<file path="config.mk">
export PLATFORM = sky130hd
export DESIGN_NAME = row_coverage_interval_merge_core
export DESIGN_NICKNAME = d
export VERILOG_FILES = /design/src/rtl/rcim_pkg.sv /design/src/rtl/row_coverage_interval_merge_core.sv /design/src/rtl/rcim_ram.sv /design/src/rtl/rcim_cmp.sv /design/src/rtl/rcim_engine.sv
export SDC_FILE = /design/constraint.sdc
export NUM_CORES = 2
export LEC_CHECK = 0
export BUFFER_PORTS_ARGS = -buffer_cell sky130_fd_sc_hd__buf_2
export CAP_MARGIN = 20
export CORE_MARGIN = 5
export CORE_UTILIZATION = 30
export CTS_CLUSTER_SIZE = 10
export DETAILED_ROUTE_END_ITERATION = 16
export PLACE_DENSITY_LB_ADDON = 0.3
export SLEW_MARGIN = 20
export SYNTH_ARGS = -nofsm -noshare
export SYNTH_HDL_FRONTEND = slang
export SYNTH_HIERARCHICAL = 1
export SYNTH_SLANG_ARGS = --single-unit
export TNS_END_PERCENT = 20
</file>
<file path="constraint.sdc">
create_clock -name i_clk -period 7.26 [get_ports i_clk]
set_input_delay 0.363 -clock i_clk [delete_from_list [all_inputs] [get_ports i_clk]]
set_output_delay 0.363 -clock i_clk [all_outputs]
set_load 0.01 [all_outputs]
</file>
<file path="src/rtl/rcim_pkg.sv">
// ----------------------------------------------------------------------------
// rcim_pkg
// Widths, word layouts, types and sequencer states of the interval merge core.
// ----------------------------------------------------------------------------
package rcim_pkg;

    localparam int MAX_INTERVALS  = 32;
    localparam int COORD_BITS     = 26;
    localparam int REACH_BITS     = COORD_BITS - 1;
    localparam int SPAN_BITS      = COORD_BITS + 1;
    localparam int ENTRY_BITS     = 2 * SPAN_BITS;
    localparam int IDX_BITS       = (MAX_INTERVALS > 1) ? $clog2(MAX_INTERVALS) : 1;
    localparam int CNT_BITS       = $clog2(MAX_INTERVALS + 1);
    localparam int COUNT_OUT_BITS = 6;

    localparam logic [CNT_BITS-1:0] MAX_COUNT = CNT_BITS'(MAX_INTERVALS);

    // input word layout
    localparam int X_LSB        = 0;
    localparam int Y_LSB        = X_LSB + COORD_BITS;
    localparam int REACH_LSB    = Y_LSB + COORD_BITS;
    localparam int ROW_LSB      = REACH_LSB + REACH_BITS;
    localparam int IN_USED_BITS = ROW_LSB + COORD_BITS;
    localparam int IN_DATA_BITS = ((IN_USED_BITS + 7) / 8) * 8;

    // output word layout
    localparam int LO_LSB        = 0;
    localparam int HI_LSB        = LO_LSB + SPAN_BITS;
    localparam int CNT_LSB       = HI_LSB + SPAN_BITS;
    localparam int GAP_LSB       = CNT_LSB + COUNT_OUT_BITS;
    localparam int OUT_USED_BITS = GAP_LSB + SPAN_BITS;
    localparam int OUT_DATA_BITS = ((OUT_USED_BITS + 7) / 8) * 8;

    // output tuser bits
    localparam int UB_COVERS   = 0;
    localparam int UB_GAPVALID = 1;
    localparam int UB_OVERFLOW = 2;
    localparam int OUT_USER_BITS = 3;

    typedef struct packed {
        logic signed [SPAN_BITS-1:0] hi;
        logic signed [SPAN_BITS-1:0] lo;
    } t_ival;

    typedef struct packed {
        logic                         clear;
        logic signed [COORD_BITS-1:0] x;
        logic signed [COORD_BITS-1:0] y;
        logic        [REACH_BITS-1:0] reach;
        logic signed [COORD_BITS-1:0] row;
    } t_req;

    typedef struct packed {
        logic                            covers;
        logic signed [SPAN_BITS-1:0]     span_lo;
        logic signed [SPAN_BITS-1:0]     span_hi;
        logic        [COUNT_OUT_BITS-1:0] count;
        logic                            gap_valid;
        logic signed [SPAN_BITS-1:0]     gap_x;
        logic                            overflow;
    } t_res;

    typedef struct packed {
        logic contained;
        logic touch;
    } t_cmp;

    typedef enum logic [2:0] {
        ST_IDLE,
        ST_SPAN_A,
        ST_SPAN_B,
        ST_SPAN_C,
        ST_SCAN,
        ST_FINAL,
        ST_RESULT
    } t_state;

endpackage

</file>
<file path="src/rtl/row_coverage_interval_merge_core.sv">
// ----------------------------------------------------------------------------
// row_coverage_interval_merge_core
// Cuts the row span of a Manhattan coverage diamond and merges it into a
// stored set of disjoint intervals; reports span, count and first gap.
//
//   channel   dir  tdata                               tuser
//   s_axis    in   x, y, reach, row (104 bits)          clear_row
//   m_axis    out  span_low, span_high, count, gap_x    covers, gap_valid, ovf
//
// When the diamond misses the row, a word goes from SPAN_A through SPAN_B and
// SPAN_C straight to RESULT; otherwise the one compare unit walks the interval
// RAM one entry per cycle and FINAL appends the merged span; a span already
// contained stops the walk early. One word is in work at a time.
// Reset clears the sequencer and the interval count; the RAM is not swept.
// A finished result waits in the engine while the output register is held.
// ----------------------------------------------------------------------------
module row_coverage_interval_merge_core (
    input  logic                                i_clk,
    input  logic                                i_rst_n,
    input  logic                                i_s_axis_tvalid,
    output logic                                o_s_axis_tready,
    // sensor_x, sensor_y, sensor_reach, target_row, zero pad
    input  logic [rcim_pkg::IN_DATA_BITS-1:0]   i_s_axis_tdata,
    // clear_row
    input  logic                                i_s_axis_tuser,
    output logic                                o_m_axis_tvalid,
    input  logic                                i_m_axis_tready,
    // span_low, span_high, interval_count, gap_x, zero pad
    output logic [rcim_pkg::OUT_DATA_BITS-1:0]  o_m_axis_tdata,
    // covers_row, gap_valid, overflow
    output logic [rcim_pkg::OUT_USER_BITS-1:0]  o_m_axis_tuser
);

    localparam int DW = rcim_pkg::OUT_DATA_BITS;

    rcim_pkg::t_req w_req;
    rcim_pkg::t_res w_res;
    logic           w_idle;
    logic           w_res_valid;
    logic           w_out_free;
    logic           w_accept;

    logic                                r_m_valid;
    logic [rcim_pkg::OUT_DATA_BITS-1:0]  r_m_data;
    logic [rcim_pkg::OUT_USER_BITS-1:0]  r_m_user;

    assign w_req.clear = i_s_axis_tuser;
    assign w_req.x     = i_s_axis_tdata[rcim_pkg::X_LSB +: rcim_pkg::COORD_BITS];
    assign w_req.y     = i_s_axis_tdata[rcim_pkg::Y_LSB +: rcim_pkg::COORD_BITS];
    assign w_req.reach = i_s_axis_tdata[rcim_pkg::REACH_LSB +: rcim_pkg::REACH_BITS];
    assign w_req.row   = i_s_axis_tdata[rcim_pkg::ROW_LSB +: rcim_pkg::COORD_BITS];

    assign o_s_axis_tready = w_idle;
    assign w_accept        = i_s_axis_tvalid && w_idle;
    assign w_out_free      = !r_m_valid || i_m_axis_tready;

    rcim_engine u_engine (
        .i_clk       (i_clk),
        .i_rst_n     (i_rst_n),
        .i_start     (w_accept),
        .i_req       (w_req),
        .i_out_free  (w_out_free),
        .o_idle      (w_idle),
        .o_res_valid (w_res_valid),
        .o_res       (w_res)
    );

    always_ff @(posedge i_clk) begin
        if (!i_rst_n) begin
            r_m_valid <= 1'b0;
        end else if (w_out_free) begin
            r_m_valid <= w_res_valid;
        end
    end

    always_ff @(posedge i_clk) begin
        if (w_out_free && w_res_valid) begin
            r_m_data <= DW'({w_res.gap_x, w_res.count, w_res.span_hi, w_res.span_lo});
            r_m_user[rcim_pkg::UB_COVERS]   <= w_res.covers;
            r_m_user[rcim_pkg::UB_GAPVALID] <= w_res.gap_valid;
            r_m_user[rcim_pkg::UB_OVERFLOW] <= w_res.overflow;
        end
    end

    assign o_m_axis_tvalid = r_m_valid;
    assign o_m_axis_tdata  = r_m_data;
    assign o_m_axis_tuser  = r_m_user;

endmodule

</file>
<file path="src/rtl/rcim_ram.sv">
// ----------------------------------------------------------------------------
// rcim_ram
// Generic simple dual-port RAM, one write and one registered read port.
// ----------------------------------------------------------------------------
module rcim_ram #(
    parameter int WIDTH = 8,
    parameter int DEPTH = 16
) (
    input  logic                             i_clk,
    input  logic                             i_wr_en,
    input  logic [$clog2(DEPTH)-1:0]         i_wr_addr,
    input  logic [WIDTH-1:0]                 i_wr_data,
    input  logic                             i_rd_en,
    input  logic [$clog2(DEPTH)-1:0]         i_rd_addr,
    output logic [WIDTH-1:0]                 o_rd_data
);

    logic [WIDTH-1:0] r_mem [DEPTH];

    always_ff @(posedge i_clk) begin
        if (i_wr_en) begin
            r_mem[i_wr_addr] <= i_wr_data;
        end
        if (i_rd_en) begin
            o_rd_data <= r_mem[i_rd_addr];
        end
    end

endmodule

</file>
<file path="src/rtl/rcim_cmp.sv">
// ----------------------------------------------------------------------------
// rcim_cmp
// Shared compare unit: containment, touch test and widening of the span.
// ----------------------------------------------------------------------------
module rcim_cmp (
    input  rcim_pkg::t_ival i_entry,
    input  rcim_pkg::t_ival i_span,
    input  rcim_pkg::t_ival i_run,
    output rcim_pkg::t_cmp  o_cmp,
    output rcim_pkg::t_ival o_merged
);

    logic signed [rcim_pkg::SPAN_BITS:0] w_run_hi_p1;
    logic signed [rcim_pkg::SPAN_BITS:0] w_run_lo_m1;
    logic signed [rcim_pkg::SPAN_BITS:0] w_elo_ext;
    logic signed [rcim_pkg::SPAN_BITS:0] w_ehi_ext;

    assign w_run_hi_p1 = $signed({i_run.hi[rcim_pkg::SPAN_BITS-1], i_run.hi})
                       + $signed((rcim_pkg::SPAN_BITS+1)'(1));
    assign w_run_lo_m1 = $signed({i_run.lo[rcim_pkg::SPAN_BITS-1], i_run.lo})
                       - $signed((rcim_pkg::SPAN_BITS+1)'(1));
    assign w_elo_ext   = $signed({i_entry.lo[rcim_pkg::SPAN_BITS-1], i_entry.lo});
    assign w_ehi_ext   = $signed({i_entry.hi[rcim_pkg::SPAN_BITS-1], i_entry.hi});

    always_comb begin
        o_cmp.contained = (i_entry.lo <= i_span.lo) && (i_entry.hi >= i_span.hi);
        o_cmp.touch     = (w_elo_ext <= w_run_hi_p1) && (w_ehi_ext >= w_run_lo_m1);
        o_merged.lo     = (i_entry.lo < i_run.lo) ? i_entry.lo : i_run.lo;
        o_merged.hi     = (i_entry.hi > i_run.hi) ? i_entry.hi : i_run.hi;
    end

endmodule

</file>
<file path="src/rtl/rcim_engine.sv">
// ----------------------------------------------------------------------------
// rcim_engine
// Sequencer: cuts the span from the diamond, walks the interval RAM through
// the shared compare unit, compacts survivors, adds the merged span if room.
// ----------------------------------------------------------------------------
module rcim_engine (
    input  logic            i_clk,
    input  logic            i_rst_n,
    input  logic            i_start,
    input  rcim_pkg::t_req  i_req,
    input  logic            i_out_free,
    output logic            o_idle,
    output logic            o_res_valid,
    output rcim_pkg::t_res  o_res
);

    localparam int S  = rcim_pkg::SPAN_BITS;
    localparam int C  = rcim_pkg::COORD_BITS;
    localparam int R  = rcim_pkg::REACH_BITS;
    localparam int IB = rcim_pkg::IDX_BITS;
    localparam int CB = rcim_pkg::CNT_BITS;

    rcim_pkg::t_state r_state, n_state;

    rcim_pkg::t_req   r_req;
    logic [CB-1:0]    r_total;
    logic [S-1:0]     r_dy;
    logic             r_covers;
    logic [R-1:0]     r_xr;
    rcim_pkg::t_ival  r_span;
    rcim_pkg::t_ival  r_run;
    logic [CB-1:0]    r_idx;
    logic [CB-1:0]    r_kept;
    logic             r_ovf;
    rcim_pkg::t_ival  r_sh0;
    rcim_pkg::t_ival  r_sh1;

    logic             w_rd_en;
    logic [IB-1:0]    w_rd_addr;
    logic             w_wr_en;
    logic [IB-1:0]    w_wr_addr;
    rcim_pkg::t_ival  w_wr_data;
    logic [rcim_pkg::ENTRY_BITS-1:0] w_rd_data;
    rcim_pkg::t_ival  w_entry;
    rcim_pkg::t_cmp   w_cmp;
    rcim_pkg::t_ival  w_merged;

    logic signed [S-1:0] w_diff;
    logic        [S-1:0] w_abs;
    logic signed [S-1:0] w_xe;
    logic signed [S-1:0] w_xr_ext;
    logic [CB-1:0]       w_idx_next;
    logic                w_room;
    logic                w_gap_valid;

    assign w_entry    = rcim_pkg::t_ival'(w_rd_data);
    assign w_idx_next = r_idx + CB'(1);
    assign w_room     = r_kept < rcim_pkg::MAX_COUNT;

    assign w_diff   = $signed({r_req.row[C-1], r_req.row}) - $signed({r_req.y[C-1], r_req.y});
    assign w_abs    = w_diff[S-1] ? (~w_diff + S'(1)) : w_diff;
    assign w_xe     = $signed({r_req.x[C-1], r_req.x});
    assign w_xr_ext = $signed({{(S-R){1'b0}}, r_xr});

    rcim_ram #(
        .WIDTH (rcim_pkg::ENTRY_BITS),
        .DEPTH (rcim_pkg::MAX_INTERVALS)
    ) u_ram (
        .i_clk     (i_clk),
        .i_wr_en   (w_wr_en),
        .i_wr_addr (w_wr_addr),
        .i_wr_data (w_wr_data),
        .i_rd_en   (w_rd_en),
        .i_rd_addr (w_rd_addr),
        .o_rd_data (w_rd_data)
    );

    rcim_cmp u_cmp (
        .i_entry  (w_entry),
        .i_span   (r_span),
        .i_run    (r_run),
        .o_cmp    (w_cmp),
        .o_merged (w_merged)
    );

    always_comb begin
        n_state = r_state;
        unique case (r_state)
            rcim_pkg::ST_IDLE: begin
                if (i_start) begin
                    n_state = rcim_pkg::ST_SPAN_A;
                end
            end
            rcim_pkg::ST_SPAN_A: n_state = rcim_pkg::ST_SPAN_B;
            rcim_pkg::ST_SPAN_B: n_state = rcim_pkg::ST_SPAN_C;
            rcim_pkg::ST_SPAN_C: begin
                if (!r_covers) begin
                    n_state = rcim_pkg::ST_RESULT;
                end else if (r_total == '0) begin
                    n_state = rcim_pkg::ST_FINAL;
                end else begin
                    n_state = rcim_pkg::ST_SCAN;
                end
            end
            rcim_pkg::ST_SCAN: begin
                if (w_cmp.contained) begin
                    n_state = rcim_pkg::ST_RESULT;
                end else if (w_idx_next == r_total) begin
                    n_state = rcim_pkg::ST_FINAL;
                end
            end
            rcim_pkg::ST_FINAL: n_state = rcim_pkg::ST_RESULT;
            rcim_pkg::ST_RESULT: begin
                if (i_out_free) begin
                    n_state = rcim_pkg::ST_IDLE;
                end
            end
            default: n_state = rcim_pkg::ST_IDLE;
        endcase
    end

    always_comb begin
        w_rd_en     = 1'b0;
        w_rd_addr   = '0;
        w_wr_en     = 1'b0;
        w_wr_addr   = r_kept[IB-1:0];
        w_wr_data   = w_entry;
        o_idle      = 1'b0;
        o_res_valid = 1'b0;
        unique case (r_state)
            rcim_pkg::ST_IDLE:   o_idle = 1'b1;
            rcim_pkg::ST_SPAN_C: w_rd_en = 1'b1;
            rcim_pkg::ST_SCAN: begin
                w_rd_en   = 1'b1;
                w_rd_addr = w_idx_next[IB-1:0];
                w_wr_en   = !w_cmp.contained && !w_cmp.touch;
            end
            rcim_pkg::ST_FINAL: begin
                w_wr_en   = w_room;
                w_wr_data = r_run;
            end
            rcim_pkg::ST_RESULT: o_res_valid = 1'b1;
            default: ;
        endcase
    end

    always_ff @(posedge i_clk) begin
        if (!i_rst_n) begin
            r_state <= rcim_pkg::ST_IDLE;
            r_total <= '0;
        end else begin
            r_state <= n_state;
            if (r_state == rcim_pkg::ST_IDLE && i_start && i_req.clear) begin
                r_total <= '0;
            end
            if (r_state == rcim_pkg::ST_FINAL) begin
                r_total <= w_room ? (r_kept + CB'(1)) : r_kept;
            end
        end
    end

    always_ff @(posedge i_clk) begin
        unique case (r_state)
            rcim_pkg::ST_IDLE: begin
                if (i_start) begin
                    r_req <= i_req;
                end
            end
            rcim_pkg::ST_SPAN_A: r_dy <= w_abs;
            rcim_pkg::ST_SPAN_B: begin
                r_covers <= r_dy <= {{(S-R){1'b0}}, r_req.reach};
                r_xr     <= r_req.reach - r_dy[R-1:0];
            end
            rcim_pkg::ST_SPAN_C: begin
                r_idx  <= '0;
                r_kept <= '0;
                r_ovf  <= 1'b0;
                if (r_covers) begin
                    r_span.lo <= w_xe - w_xr_ext;
                    r_span.hi <= w_xe + w_xr_ext;
                    r_run.lo  <= w_xe - w_xr_ext;
                    r_run.hi  <= w_xe + w_xr_ext;
                end else begin
                    r_span <= '0;
                    r_run  <= '0;
                end
            end
            rcim_pkg::ST_SCAN: begin
                if (!w_cmp.contained) begin
                    r_idx <= w_idx_next;
                    if (w_cmp.touch) begin
                        r_run <= w_merged;
                    end else begin
                        r_kept <= r_kept + CB'(1);
                    end
                end
            end
            rcim_pkg::ST_FINAL: r_ovf <= !w_room;
            default: ;
        endcase
        if (w_wr_en && w_wr_addr == IB'(0)) begin
            r_sh0 <= w_wr_data;
        end
        if (w_wr_en && w_wr_addr == IB'(1)) begin
            r_sh1 <= w_wr_data;
        end
    end

    assign w_gap_valid = r_total > CB'(1);

    always_comb begin
        o_res.covers    = r_covers;
        o_res.span_lo   = r_span.lo;
        o_res.span_hi   = r_span.hi;
        o_res.count     = rcim_pkg::COUNT_OUT_BITS'(r_total);
        o_res.gap_valid = w_gap_valid;
        o_res.overflow  = r_ovf;
        if (!w_gap_valid) begin
            o_res.gap_x = '0;
        end else if (r_sh0.hi < r_sh1.lo) begin
            o_res.gap_x = r_sh0.hi + S'(1);
        end else begin
            o_res.gap_x = r_sh1.hi + S'(1);
        end
    end

endmodule

</file>
==> impl_metrics.ini <==
[sta]
finalHoldViolations = 0
slew_headroom_pct = 20.7
max_freq_mhz = 148
clock_skew_ns = 0.0704
period_needed_ns = 6.74
worst_pin_slew_ns = 1.19
rsz0062_at_grt = no
worst_hold_slack_ns = 0.287
setup_violations = 0
timing.final.max_slew_violations = 0
fin_crit_sh_pct = 92.9

[floorplan]
pin_count = 202
start_util_pct = 30.1
rows = 210
fp.dieArea_um2 = 340000
core_area_um2 = 327000
die_h_um = 583
die_w_um = 583

[pwr]
p_leak_nw = 37.4
peakVddDrop_uv = 228
pwr_density_cell_nw_per_um2 = 305

[clocking]
cts-resized-gates = 0
clk_latency_ns = 0.84
cts_buffers = 274
htreeDepth = 5
clockRootBuffer = clkbuf_16
cts_buffer_depth = 4
cts.clk_slew.worst_paths_ns = 0.06
cts_tree = done
cts.sink_count = 2239

[yosys]
avgSynthCellArea_um2 = 14.9
syn-num-nets = 7055
synth_cell_types = 101
synth-seq-cells = 2239
synth.largest_area_cell = edfxtp_1
netlist_area_um2 = 98500
synth-edff-count = 2229
yosysSeqAreaShare_pct = 68.2
synthFlopType = edfxtp_1
synth_area_leaders = edfxtp_1, mux2i_1, ha_1
async_flop_share_pct = 0
syn_inst = 6619
yosys_warnings = 6
synth_top_cell_area_share_pct = 68.0

[drt]
first_iter_violations = 5294
vias = 57800
first_pass_iters = 6
avgViaCountPerCell = 5.03
routed_wl_um = 291000
drc_errors = 0
wl_per_cell_um = 25.3
ant_nets = 0

[setup_path]
crit_fanout = 25
endpoint_kind = register
arrival_ns = 7.22
cp.required_ns = 7.73
critPathLaunchType = register
critical_path_class = reg -> reg

[global_routing]
grt_pass1_vias = 57500
grt.total_usage_pct = 16.5
grt_max_degree = 95
grt.overflow.total = 0
antenna_found_initial = 24
grt_pass1_wl_um = 414000

[min_path]
min_path_type = in -> reg

[finish]
drive_above_1_share_pct = 12.6
nets = 7497
fin_util_pct = 34.8
synthToLayoutAreaGrowth_pct = 15.7

[outcome]
status = complete, no violations

[job]
maxCapViolations = 0

[place]
dp_hpwl_um = 185000
port-buffer-count = 199
gp_congestion = 0.873
-- area by class of cell --
cell class / instances / area, um2
diodes: 6 / 15.0
clock buffers: 313 / 7160
clock inverters: 33 / 360
fillers: 31200 / 213000
inverters: 297 / 1110
multi-input cells: 3788 / 28900
flip-flops and latches: 2239 / 67100
well taps: 4346 / 5440
repair buffers: 461 / 3810
-- report_power, final --
part           switching (mW)  total (mW)  leakage [nW]  internal (mW)
Combinational            4.54        6.96          13.5           2.42
Sequential              0.431        15.8          20.2           15.4
Clock                    4.97        12.0          3.68           7.06
Total                    9.94        34.8          37.4           24.8
-- per-layer routing --
layer | track usage [%] | vias up | share of wire (%)
li1 | - | 26100 | -
met1 | 23.0 | 29500 | 44
met2 | 27.0 | 1788 | 47
met3 | 2.01 | 417 | 5.6
met4 | 5.21 | 10 | 3.3
met5 | 0 | - | 0.021
-- cells in the mapped netlist (64+ instances only) --
master    instances
nand2_1         458
nand3_1         233
a22o_1          109
clkbuf_1        129
a22oi_1         167
nor2_1          223
o21ai_0          81
mux2_2           87
edfxtp_1       2229
a31oi_1          68
mux2i_1         873
xnor2_1         156
ha_1            323
inv_1           296
a21oi_1         337
nor3_1          105
xor2_1           64
-- cells by family (layout without fill, tap and decap cells) --
kind of cell	after synthesis	count (layout)	synth area share, %
DFF	2239	2239	68.2
and+or+nand+nor	1278	1278	6.10
AOI/OAI and AO/OA	1002	1002	6.79
muxes	960	960	9.87
buffers and inverters	592	1104	2.91
adders and majority gates	327	327	4.19
xor gates and xnor gates	220	220	1.96
other	1	7	0.00381
-- worst max-delay path: stages (launching register included) --
cell and delay (ns):
edfxtp_1 0.50, or4_4 0.60, nor4_4 0.22, nand3_2 0.15, or3_4 0.42, or3_4 0.39
nor2_1 0.17, a21oi_1 0.11, ha_1 0.34, nand4_1 0.15, or4_1 0.56, o21ai_0 0.19
mux2_2 0.40, and3_1 0.23, o32ai_1 0.30, buf_4 0.22, or3b_2 0.69, nor2_4 0.44
buf_12 0.29
-- per-stage QoR --
| step | TNS, ns | instance area [um2] | worst slack [ns] | instances | total power, mW |
|---|---|---|---|---|---|
| 2_1_floorplan | -515.57 | 98500 | -0.550 | 6619 | 20.4 |
| 3_3_place_gp | 0 | 105000 | 0.586 | 11000 | 22.8 |
| 3_5_place_dp | 0 | 105000 | 0.566 | 11000 | 22.9 |
| 4_1_cts | 0 | 114000 | 0.539 | 11500 | 35.1 |
| 5_1_grt | 0 | 114000 | 0.237 | 11500 | 36.3 |
| 6_report | 0 | 114000 | 0.517 | 11500 | 34.8 |
-- flip-flops by register name (all words and copies together) (netlist names), 25 cells and up --
register,count
u_engine/u_ram/o_rd_data,54
u_engine/r_xr,25
u_engine/r_sh1,54
u_engine/o_res,53
u_engine/r_sh0,27
u_engine/r_req,103
u_engine/r_dy,27
o_m_axis_tdata,87
u_engine/r_run,54
u_engine/u_ram/r_mem,1728
-- placed cells by master, fill, tap and decap left out, types with 109 or more instances in the layout --
master	instances
mux2i_1	871
ha_1	323
nor2_1	189
a22o_1	109
buf_4	109
a22oi_1	167
nand2_1	409
a21oi_1	337
inv_1	295
buf_2	199
xnor2_1	156
clkbuf_16	281
nand3_1	233
edfxtp_1	2229
-- what timing repair did --
item | in CTS | in global routing
setup buffers | 0 | 0
endpoints found under the hold margin | 113 | 0
hold buffers | 106 | 0
-- worst paths after layout --
check,to,start,cells after the start,slack [ns]
worst max register to register,u_engine/u_ram/r_mem[12][15],u_engine/r_run[8],18,0.52
worst min-delay path,u_engine/r_req[14],i_s_axis_tdata[91],2,0.29
worst max-delay path,u_engine/u_ram/r_mem[12][15],u_engine/r_run[8],18,0.52
worst min register to register,o_m_axis_tdata[44],u_engine/o_res[52],0,0.42
Power figures use the tool's default switching activity.
